**src/lab_div.sv**
```systemverilog
// ----------------------------------------------------------------------------
// lab_div: shared restoring divider
// One quotient bit per cycle; done is a one-cycle pulse after the last quotient bit.
// ----------------------------------------------------------------------------
module lab_div #(
    parameter int W = 26
) (
    input  logic         clk,
    input  logic         rst_n,
    input  logic         start,
    input  logic [W-1:0] num,
    input  logic [W-1:0] den,
    output logic         done,
    output logic [W-1:0] quo,
    output logic [W-1:0] rem
);

    localparam int CW = $clog2(W + 1);

    logic [W:0]    rem_reg, rem_next;
    logic [W-1:0]  quo_reg, quo_next;
    logic [W-1:0]  den_reg, den_next;
    logic [CW-1:0] cnt_reg, cnt_next;
    logic          busy_reg, busy_next;
    logic          done_reg, done_next;
    logic [W:0]    trial;

    // step one quotient bit
    always_comb
    begin
        rem_next  = rem_reg;
        quo_next  = quo_reg;
        den_next  = den_reg;
        cnt_next  = cnt_reg;
        busy_next = busy_reg;
        done_next = 1'b0;
        trial     = {rem_reg[W-1:0], quo_reg[W-1]};
        if (start)
        begin
            rem_next  = '0;
            quo_next  = num;
            den_next  = den;
            cnt_next  = CW'(W);
            busy_next = 1'b1;
        end
        else if (busy_reg)
        begin
            if (trial >= {1'b0, den_reg})
            begin
                rem_next = trial - {1'b0, den_reg};
                quo_next = {quo_reg[W-2:0], 1'b1};
            end
            else
            begin
                rem_next = trial;
                quo_next = {quo_reg[W-2:0], 1'b0};
            end
            cnt_next = cnt_reg - CW'(1);
            if (cnt_reg == CW'(1))
            begin
                busy_next = 1'b0;
                done_next = 1'b1;
            end
        end
    end

    always_ff @(posedge clk or negedge rst_n)
    begin
        if (!rst_n)
        begin
            rem_reg  <= '0;
            quo_reg  <= '0;
            den_reg  <= '0;
            cnt_reg  <= '0;
            busy_reg <= 1'b0;
            done_reg <= 1'b0;
        end
        else
        begin
            rem_reg  <= rem_next;
            quo_reg  <= quo_next;
            den_reg  <= den_next;
            cnt_reg  <= cnt_next;
            busy_reg <= busy_next;
            done_reg <= done_next;
        end
    end

    assign done = done_reg;
    assign quo  = quo_reg;
    assign rem  = rem_reg[W-1:0];

endmodule

```
**config.mk**
```make
export PLATFORM = sky130hd
export DESIGN_NAME = lab_div
export DESIGN_NICKNAME = d
export VERILOG_FILES = /design/src/lab_div.sv
export SDC_FILE = /design/constraint.sdc
export NUM_CORES = 1
export LEC_CHECK = 0
export BUFFER_PORTS_ARGS = -buffer_cell sky130_fd_sc_hd__buf_2
export CAP_MARGIN = 20
export CORE_MARGIN = 5
export CORE_UTILIZATION = 30
export DETAILED_ROUTE_END_ITERATION = 8
export GPL_TIMING_DRIVEN = 0
export PLACE_DENSITY_LB_ADDON = 0.1
export SLEW_MARGIN = 20
export SYNTH_ARGS = -nofsm -noshare
export SYNTH_HDL_FRONTEND = slang
export SYNTH_SLANG_ARGS = --single-unit
```
**constraint.sdc**
```tcl
create_clock -name clk -period 4.4 [get_ports clk]
set_input_delay 0.22 -clock clk [delete_from_list [all_inputs] [get_ports clk]]
set_output_delay 0.22 -clock clk [all_outputs]
set_load 0.01 [all_outputs]
```
* Word-level counts from Yosys, hierarchy flattened
Cells that the tools add are included.
Operators by class: add/subtract/negate cells 2, reduce and logical (&&, ||, !) cells 1, multiplexer cells 14, $lt $le $gt $ge 1, equal/unequal tests 1
Operators by type and width (count):
- two-way mux 26 bit | 5
- >= comparator 27 x 26 -> 1 bit | 1
- subtractor 26 bit | 1
- two-way mux 5 bit | 2
- two-way mux 1 bit | 7
- == test 5 x 1 -> 1 bit (second input constant) | 1
- subtractor 5 x 1 -> 5 bit (second input constant) | 1
- nonzero test 2 bit | 1
Storage, ports and cells: register bits after elaboration 85, output and inout bits 53, input bits 55

* Depth between registers and ports, before layout
Gate-level depths: netlist (run 1).
depth in word-level cells 4, depth in mapped cells 13

* Least setup slack after synthesis (run 1)
No wires, ideal clock.
path kind flip-flop to flip-flop, start reg rem_reg[0], end reg rem_reg[17], cell stages (with the launch flop) 10, period minus slack after synthesis 2575 ps, setup time 125 ps, data arrival time 2450 ps, buffers on the path 0, slack 1825 ps, cells stage by stage dfrtp_1 ha_1 nor2b_1 o31a_1 o31ai_2 a21oi_1 o41ai_1 xnor2_1 nor2_1 a2111oi_0
On the way: cells in the longest elaborated chain, start to end 4, elaborated cells between the ends (all ways) 5, those cells by class add/sub: 1; order compare: 1; mux: 3
RTL lines:
- from (decl) | line 20 | logic [W:0] rem_reg, rem_next;
- from (signal assigned) | line 80 | rem_reg <= rem_next;
- subtractor 26 bit or >= comparator 27 x 26 -> 1 bit (tied branches) | line 50, 48
- two-way mux 26 bit * | line 48 | if (trial >= {1'b0, den_reg})
- two-way mux 26 bit * | line 46 | else if (busy_reg)
- two-way mux 26 bit * | line 38 | if (start)
Every way passes the cells marked *; elsewhere a longest branch is shown, timed or not. The select of a mux whose other input is x is not followed. A chain may end at the register's enable or synchronous reset.

* Final worst setup path (run 1)
Same ends and word-level chain as after synthesis.

==> flow_summary.yaml, run 1 <==
power_and_ir_drop:
  clock_power_share_pct: 23.0
  netSwitchingFraction_pct: 41.3
  power.static_leakage_nw: 3.21
  comb_power_share_pct: 44.8
  power_frac_seq_pct: 32.2
  power_switching_mw: 1.32
  vdd_ir_drop_max_mv: 0.215
  power_dens_cells_nw_per_um2: 500
  cell_int_power_mw: 1.88
placement:
  detailedPlacementHpwl_mm: 12.8
  placement.io_buffers: 106
  dpl-instance-area_um2: 6120
  post-place-ws_ns: 1.24
  routabilityCongestion: 0.826
grt:
  grt_use_total_pct: 17.0
  grt_antenna_before_repair: 0
  grt_first_pass_wirelength_mm: 27.3
  globalRouteOverflowTotal: 0
  grt_max_degree: 49
  grt_pass1_vias: 5105
clock_network:
  clkTransAtPathRegs_ns: 0.07
  cts-resized-gates: 0
  tritoncts: "built"
  cts.path.max_buffers: 2
  clk-insertion-delay-late_ns: 0.35
  htree_levels: 3
  tritoncts.num_buffers: 9
  tritoncts_sinks: 85
  cts.root.buffer_cell: "clkbuf_16"
route:
  routed_vias_inst: 5.16
  finalWirelength_mm: 17.0
  post_route_ant_nets: 0
  drc: 0
  drtPass1Iterations: 5
  wl_per_cell_um: 17.9
  detailedRoute.firstIterationViolations: 202
  detailroute.via_count: 4909
critical_path:
  slowest_delay_ns: 0.60
  cp_cell_sequence: "ha_1 > nor2b_1 > o31a_1 > o31ai_2 > a21oi_1 > o41ai_1 > xnor2_1 > nor2_1 > a2111oi_0"
  timing.setup.critical_path_class: "reg -> reg"
  crit_buf_inv: 0
  crit_path_start_kind: "flop"
  critical_path_required_ns: 4.63
  crit_path_max_delay_family: "compound AO/OA/AOI/OAI gates"
  cell_with_the_biggest_individual_delay_on_the_critical_path: "o41ai_1"
  crit_fanout: 5
  critical_path_arrival_ns: 3.45
  timing.critical_path.to_type: "flop"
timing:
  timing_hold_violations_final: 0
  post_route_worst_setup_slack_ns: 1.18
  timing.fmax_mhz: 310
  slew_viol_final: 0
  fin_crit_ns: 3.22
  timing.slew.headroom_pct: 49.4
  worst_clk_skew_ns: 0.00511
  tns_ns: 0
  unrepaired_setup_endpoints_after_global_routing: "no"
  finalSetupViolations: 0
  tightest_pin_transition_ns: 0.759
  min_period_over_period_pct: 73.3
floorplanning:
  floorplan_core_area_um2: 17300
  std_cell_rows: 48
  start_util_pct: 30.5
  io-pin-count: 108
  die_h_um: 143
  fp.dieW_um: 143
  design.die.area_um2: 20300
logic_synthesis:
  synthMostInstantiatedCell: "dfrtp_1"
  postSynth.topFlopCell: "dfrtp_1"
  synth_area_leader_cell: "dfrtp_1"
  asyncSetResetFlopFracSynth_pct: 100
  ys_seq_elements: 85
  post_synth_edffs: 0
  ranking_of_synthesized_cells_by_area: "dfrtp_1 40%, o21ai_0 7.3%, ha_1 6.6%, mux2i_1 5.1%, nand2_1 5.1%"
  syn-instance-count: 603
  synth.lib_cells_used.distinct: 62
  synthesis.yosys.warnings: 0
  mean_post_synth_cell_area_um2: 8.75
  synth_nets: 687
  post-synth-top-area-fraction_pct: 40.3
  seq_area_frac_synth_pct: 40.3
  netlist_area_um2: 5280
  synth.top_cells.by_count: "85 x dfrtp_1, 77 x o21ai_0, 72 x nand2_1, 47 x nor2_1, 36 x inv_1"
cells_and_area:
  antenna_cells: 0
  finish.instance_area_um2: 6400
  finalNetCount: 806
  layout-area-overhead-vs-synth_pct: 21.4
  drive_above_1_share_pct: 20.2
job:
  max_cap_viol_count: 0
hold_path:
  hold_path_class: "in -> reg"
outcome:
  run_status: "completed"
[timing repair]
| action | in CTS | in global routing |
|---|---|---|
| setup buffers | 0 | 0 |
| hold endpoints to repair | 37 | 0 |
| hold buffers | 1 | 0 |
[logic make-up after synthesis]
logic type	share of synthesized area (%)
muxes	5.55
xor gates and xnor gates	3.65
adders and majority gates	7.02
AOI/OAI and AO/OA	21.3
DFF	40.3
buffers and inverters	5.95
and+or+nand+nor	16.2
[power groups by stage]
stage,clock (mW),combinational [mW],sequential (mW)
after floorplan,0,0.966,1.05
after global placement,0,1.42,1.04
after detailed placement,0,1.43,1.05
after CTS,0.764,1.44,1.03
after global routing,0.793,1.59,1.05
final,0.735,1.43,1.03
[placed cells by master (no fill, tap or decap), drive strengths merged, types with 4 or more instances in the layout]
| cell | n |
|---|---|
| a2111oi | 4 |
| a211oi | 4 |
| a21o | 8 |
| a21oi | 22 |
| a311oi | 18 |
| a31oi | 5 |
| buf | 121 |
| clkbuf | 36 |
| dfrtp | 85 |
| ha | 28 |
| inv | 39 |
| mux2i | 27 |
| nand2 | 72 |
| nand2b | 9 |
| nand3 | 25 |
| nand4 | 5 |
| nor2 | 47 |
| nor3 | 9 |
| nor4 | 5 |
| o21a | 5 |
| o21ai | 81 |
| xnor2 | 17 |
| xor2 | 5 |
[through the flow]
stage	std cells	hold slack (ns)	util (%)	power, mW
6_report	951	0.0746	37.0	3.20
5_1_grt	951	0.0712	37.0	3.43
4_1_cts	951	0.0606	37.0	3.24
3_5_place_dp	935	0.162	35.4	2.48
3_3_place_gp	934	0.427	35.2	2.47
2_1_floorplan	603	-0.0756	-	2.02
[worst reg2reg max path, stage by stage (launching register included)]
cell and delay, ns:
dfrtp_1 0.45, ha_1 0.34, nor2b_1 0.15, o31a_1 0.28, o31ai_2 0.42, a21oi_1 0.17
o41ai_1 0.60, xnor2_1 0.23, nor2_1 0.06, a2111oi_0 0.39
[per-layer routing]
layer / global-route usage (%) / routed length [um] / vias up
met5: 0 / 0 / -
met4: 5.65 / 260 / 0
met1: 23.3 / 8000 / 2362
met3: 4.05 / 1100 / 17
met2: 26.6 / 7620 / 141
li1: - / - / 2389
[layout make-up]
type / count / area (um2)
multi-input combinational: 441 / 2840
clock buffer: 9 / 225
tap: 225 / 282
fill: 1830 / 10900
timing repair buffer: 108 / 574
sequential: 85 / 2130
inverter: 36 / 135
buffer: 41 / 179
clock inverter: 6 / 46.3
[worst paths after layout]
| kind | start | end | slack, ns | cells after the start |
|---|---|---|---|---|
| max | rem_reg[0] | rem_reg[17] | 1.18 | 9 |
| min | num[24] | quo[24] | 0.07 | 3 |
| min reg2reg | cnt_reg[4] | cnt_reg[4] | 0.53 | 2 |
| max reg2reg | rem_reg[0] | rem_reg[17] | 1.18 | 9 |
| max in group asynchronous | rst_n | rem_reg[20] | 3.47 | 3 |
| min in group asynchronous | rst_n | den_reg[7] | 0.34 | 2 |
No activity file was read; power rests on OpenSTA's default activity.
==> run 2: changes to the inputs <==
==> constraint.sdc (replaced) <==
create_clock -name clk -period 3.3 [get_ports clk]
set_input_delay 0.165 -clock clk [delete_from_list [all_inputs] [get_ports clk]]
set_output_delay 0.165 -clock clk [all_outputs]
set_load 0.01 [all_outputs]
==> run 2 against run 1 <==
- flip-flop and latch count unchanged
- critical endpoint is now rem_reg[4]
- worst setup slack worse by 0.98 ns
- total power grew 34%
- largest power group unchanged
- worst hold slack worse by 0.055 ns
- fmax up 3.8%
- non-clock buffer count unchanged
- clock skew up 0.0013 ns
- highest routed layer unchanged
==> flow_summary.yaml, run 2 (same netlist as run 1, synthesis figures left out) <==
timing:
  timing.slew.headroom_pct: 49.5
  worst_clk_skew_ns: 0.00645
  min_period_over_period_pct: 94.1
  slew_viol_final: 0
  timing.fmax_mhz: 322
  fin_crit_ns: 3.11
  timing_hold_violations_final: 0
  unrepaired_setup_endpoints_after_global_routing: "no"
  finalSetupViolations: 0
  tightest_pin_transition_ns: 0.757
  tns_ns: 0
critical_path:
  timing.setup.critical_path_class: "reg -> reg"
  crit_path_max_delay_family: "compound AO/OA/AOI/OAI gates"
  critical_path_arrival_ns: 3.30
  cell_with_the_biggest_individual_delay_on_the_critical_path: "nor2_1"
  critical_path_required_ns: 3.49
  crit_fanout: 6
  cp_cell_sequence: "ha_1 > nor2b_1 > o31a_1 > o31ai_2 > a21o_1 > nand3_2 > and3_1 > buf_6 > nor2_1 > a2111oi_1"
  crit_path_start_kind: "flop"
  timing.critical_path.to_type: "flop"
  crit_buf_inv: 1
  slowest_delay_ns: 0.51
placement:
  detailedPlacementHpwl_mm: 12.8
  dpl-instance-area_um2: 6120
  placement.io_buffers: 106
  routabilityCongestion: 0.826
clock_network:
  tritoncts_sinks: 85
  htree_levels: 3
  clkTransAtPathRegs_ns: 0.07
  cts.path.max_buffers: 2
  cts.root.buffer_cell: "clkbuf_16"
  tritoncts: "built"
  tritoncts.num_buffers: 9
  cts.repair_timing.setup_buffer_count: 0
  clk-insertion-delay-late_ns: 0.35
route:
  detailroute.via_count: 4929
  post_route_ant_nets: 0
  finalWirelength_mm: 17.0
  drtPass1Iterations: 5
  routed_vias_inst: 5.18
  wl_per_cell_um: 17.9
  drc: 0
  detailedRoute.firstIterationViolations: 247
power_and_ir_drop:
  netSwitchingFraction_pct: 41.5
  clock_power_share_pct: 22.8
  comb_power_share_pct: 45.1
  power_dens_cells_nw_per_um2: 668
  power_frac_seq_pct: 32.0
  power_switching_mw: 1.78
  power.static_leakage_nw: 3.22
  vdd_ir_drop_max_mv: 0.285
  cell_int_power_mw: 2.51
cells_and_area:
  drive_above_1_share_pct: 20.7
  finish.instance_area_um2: 6420
  most-common-layout-cells: "115 x buf_2, 85 x dfrtp_1, 77 x o21ai_0"
  finalNetCount: 806
  mostFrequentLayoutCell: "buf_2"
  antenna_cells: 0
  layout-area-overhead-vs-synth_pct: 21.6
grt:
  globalRouteOverflowTotal: 0
  grt_first_pass_wirelength_mm: 27.3
  grt_max_degree: 49
  grt_antenna_before_repair: 0
  grt_use_total_pct: 17.0
  grt_pass1_vias: 5105
floorplanning:
  io-pin-count: 108
  std_cell_rows: 48
  floorplan_core_area_um2: 17300
  start_util_pct: 30.5
  fp.dieW_um: 143
  design.die.area_um2: 20300
  die_h_um: 143
hold_path:
  hold_path_class: "in -> reg"
job:
  max_cap_viol_count: 0
outcome:
  run_status: "completed"
-- run 2: cell counts in the layout (fill, tap and decap cells not counted) --
Identical to the previous run, type by type.
-- run 2: path summary, 6_finish.rpt --
check                           start     endpoint  slack, ns  cells after the start
setup / recovery           rem_reg[0]   rem_reg[4]       0.19                     10
hold / removal                num[12]      quo[12]       0.02                      3
setup reg to reg           rem_reg[0]   rem_reg[4]       0.19                     10
hold reg to reg            cnt_reg[4]   cnt_reg[4]       0.53                      2
max in group asynchronous       rst_n  rem_reg[21]       2.43                      3
min in group asynchronous       rst_n   den_reg[7]       0.29                      2
-- run 2: worst reg2reg max path: stages (launching register included) --
cell,delay [ns]
dfrtp_1,0.45
ha_1,0.34
nor2b_1,0.15
o31a_1,0.28
o31ai_2,0.42
a21o_1,0.21
nand3_2,0.10
and3_1,0.20
buf_6,0.12
nor2_1,0.51
a2111oi_1,0.18
-- run 2: power by group through the flow --
stage          clock network, mW  registers (mW)  logic [mW]
5_1_grt                     1.06            1.40        2.14
4_1_cts                     1.02            1.38        1.92
3_3_place_gp                   0            1.39        1.90
3_5_place_dp                   0            1.39        1.91
6_report                   0.978            1.37        1.93
2_1_floorplan                  0            1.40        1.29
-- run 2: area by class of cell --
cell class	instances	area (um2)
tap	225	282
buffer	41	180
sequential	85	2130
timing repair buffer	108	574
clock buffer	9	225
inverter	36	135
multi-input combinational	441	2850
fill	1827	10900
clock inverter	6	46.3
-- run 2: per-layer routing --
metal | GRT usage (%) | vias to the layer above | share of wire (%)
li1 | - | 2386 | -
met4 | 5.65 | 0 | 1.5
met1 | 23.3 | 2379 | 47
met2 | 26.6 | 149 | 45
met5 | 0 | - | 0
met3 | 4.05 | 15 | 6.3
-- run 2: what timing repair did --
action	in CTS	in global routing
hold buffers	1	0
hold endpoints to repair	37	0
gates resized for setup	0	4
setup endpoints to repair	0	5
-- run 2: stage by stage --
step	worst slack (ns)	cells	hold WS, ns	total power [mW]	utilization, %
after global placement	0.216	934	0.372	3.29	35.2
after global routing	0.0691	951	0.0162	4.60	37.1
final	0.194	951	0.0198	4.29	37.1
after CTS	0.110	951	0.00555	4.32	37.0
after floorplan	0.725	603	-0.131	2.69	-
after detailed placement	0.139	935	0.107	3.30	35.4
==> run 3: changes to the inputs <==
--- a/config.mk
+++ b/config.mk
@@ -12,6 +12,7 @@
 export DETAILED_ROUTE_END_ITERATION = 8
 export GPL_TIMING_DRIVEN = 0
 export PLACE_DENSITY_LB_ADDON = 0.1
+export REMOVE_ABC_BUFFERS = 1
 export SLEW_MARGIN = 20
 export SYNTH_ARGS = -nofsm -noshare
 export SYNTH_HDL_FRONTEND = slang
==> run 3 against run 2 <==
- combinational power is essentially flat
- critical endpoint unchanged
- fmax grew 2.1%
- count of clock-buffer cells in the layout grew 2
- flip-flop and latch count is the same
==> flow_summary.yaml, run 3 (same netlist as run 1, synthesis figures left out) <==
outcome:
  run_status: "completed"
grt:
  grt_first_pass_wirelength_mm: 23.9
  globalRouteOverflowTotal: 0
  grt_pass1_vias: 4613
  grt_max_degree: 94
  grt_use_total_pct: 14.6
  grt_antenna_before_repair: 0
critical_path:
  timing.critical_path.to_type: "flop"
  slowest_delay_ns: 0.45
  critical_path_arrival_ns: 3.24
  crit_fanout: 24
  timing.setup.critical_path_class: "reg -> reg"
  crit_path_start_kind: "flop"
  cell_with_the_biggest_individual_delay_on_the_critical_path: "dfrtp_1"
  crit_path_max_delay_family: "simple AND/OR/NAND/NOR gates"
  crit_buf_inv: 0
  critical_path_required_ns: 3.50
  cp_cell_sequence: "ha_1 > nor2b_1 > o31a_1 > o31ai_2 > a21o_1 > nand3_2 > and3_2 > nor2_2 > a2111oi_1"
route:
  routed_vias_inst: 4.99
  finalWirelength_mm: 14.5
  post_route_ant_nets: 0
  drc: 0
  detailedRoute.firstIterationViolations: 236
  detailroute.via_count: 4559
  wl_per_cell_um: 15.8
  drtPass1Iterations: 6
timing:
  slew_viol_final: 0
  finalSetupViolations: 0
  unrepaired_setup_endpoints_after_global_routing: "no"
  worst_clk_skew_ns: 0.0127
  timing.slew.headroom_pct: 55.5
  timing.fmax_mhz: 329
  min_period_over_period_pct: 92.2
  tightest_pin_transition_ns: 0.668
  final.hold.worst_slack_ns: 0.0145
  fin_crit_ns: 3.04
  timing_hold_violations_final: 0
power_and_ir_drop:
  power_dens_cells_nw_per_um2: 678
  power.static_leakage_nw: 3.19
  power_frac_seq_pct: 31.3
  clock_power_share_pct: 25.0
  cell_int_power_mw: 2.66
  power_switching_mw: 1.68
  comb_power_share_pct: 43.7
  netSwitchingFraction_pct: 38.7
  vdd_ir_drop_max_mv: 0.308
cells_and_area:
  antenna_cells: 0
  seq_area_um2: 2130
  layout-area-overhead-vs-synth_pct: 21.2
  final_core_util_pct: 37.0
  fin_cells: 914
  most-common-layout-cells: "105 x buf_2, 84 x dfrtp_1, 77 x o21ai_0"
  layout.filler_cells: 1799
  mostFrequentLayoutCell: "buf_2"
  area_of_the_multi_input_gates_um2: 2890
  finalNetCount: 769
  drive_above_1_share_pct: 20.9
clock_network:
  clkTransAtPathRegs_ns: 0.07
  tritoncts_sinks: 85
  tritoncts.num_buffers: 9
  htree_levels: 3
  cts.root.buffer_cell: "clkbuf_16"
  cts.repair_timing.setup_buffer_count: 0
  cts.path.max_buffers: 2
  tritoncts: "built"
  clk-insertion-delay-late_ns: 0.35
placement:
  routabilityCongestion: 0.832
  place_inst: 898
  detailedPlacementHpwl_mm: 10.1
  placement.io_buffers: 107
floorplanning:
  die_h_um: 143
  floorplan_core_area_um2: 17300
  start_util_pct: 30.5
  fp.dieW_um: 143
  io-pin-count: 108
  std_cell_rows: 48
  design.die.area_um2: 20300
job:
  max_cap_viol_count: 0
hold_path:
  hold_path_class: "in -> reg"
[run 3: worst paths after layout]
path	from	end	slack, ns	depth (start not counted)
max	rem_reg[0]	rem_reg[4]	0.26	9
min	den[3]	den_reg[3]	0.01	3
max reg2reg	rem_reg[0]	rem_reg[4]	0.26	9
min reg2reg	den_reg[0]	den_reg[0]	0.52	1
max in group asynchronous	rst_n	busy_reg	2.43	3
min in group asynchronous	rst_n	rem_reg[24]	0.28	2
[run 3: what timing repair did]
action                     CTS  global route
gates resized for setup      4             3
hold buffers                 1             0
setup endpoints to repair    9             2
hold endpoints to repair    33             0
[run 3: per-stage QoR]
step / cell area, um2 / setup TNS, ns / power [mW] / setup slack, ns
finish: 6400 / 0 / 4.34 / 0.259
global route: 6400 / 0 / 4.68 / 0.0190
CTS: 6370 / 0 / 4.39 / 0.169
detailed placement: 6050 / -1.79 / 3.26 / -0.339
global placement: 5920 / -34.41 / 3.20 / -1.72
floorplan: 5100 / 0 / 2.63 / 0.000480
[run 3: layout make-up]
class                           instances  share of cell area, %
Multi-Input combinational cell        441                   45.1
Sequential cell                        85                   33.3
Timing Repair Buffer                  112                   10.3
Tap cell                              225                   4.40
Clock buffer                           11                   3.64
Inverter                               36                   2.11
Clock inverter                          4                   1.17
[run 3: worst reg2reg max path: cells and delay by family (launching register included)]
family	cells	cell delay, ns
fa+ha+maj	1	0.34
flops	1	0.45
compound gates	4	1.00
simple gates	4	1.10
[run 3: power by group through the flow]
stage | Combinational (mW) | Clock, mW | Sequential (mW)
floorplan | 1.23 | 0 | 1.40
global placement | 1.83 | 0 | 1.37
detailed placement | 1.88 | 0 | 1.38
CTS | 1.91 | 1.12 | 1.36
global route | 2.13 | 1.17 | 1.39
finish | 1.90 | 1.08 | 1.36
[run 3: routing by layer]
metal	part of all wire, %	GRT usage, %	vias to the layer above
met1	48	20.2	2139
met3	6.8	5.22	8
li1	-	-	2304
met5	0	0	-
met2	44	22.3	108
met4	0.88	2.90	0
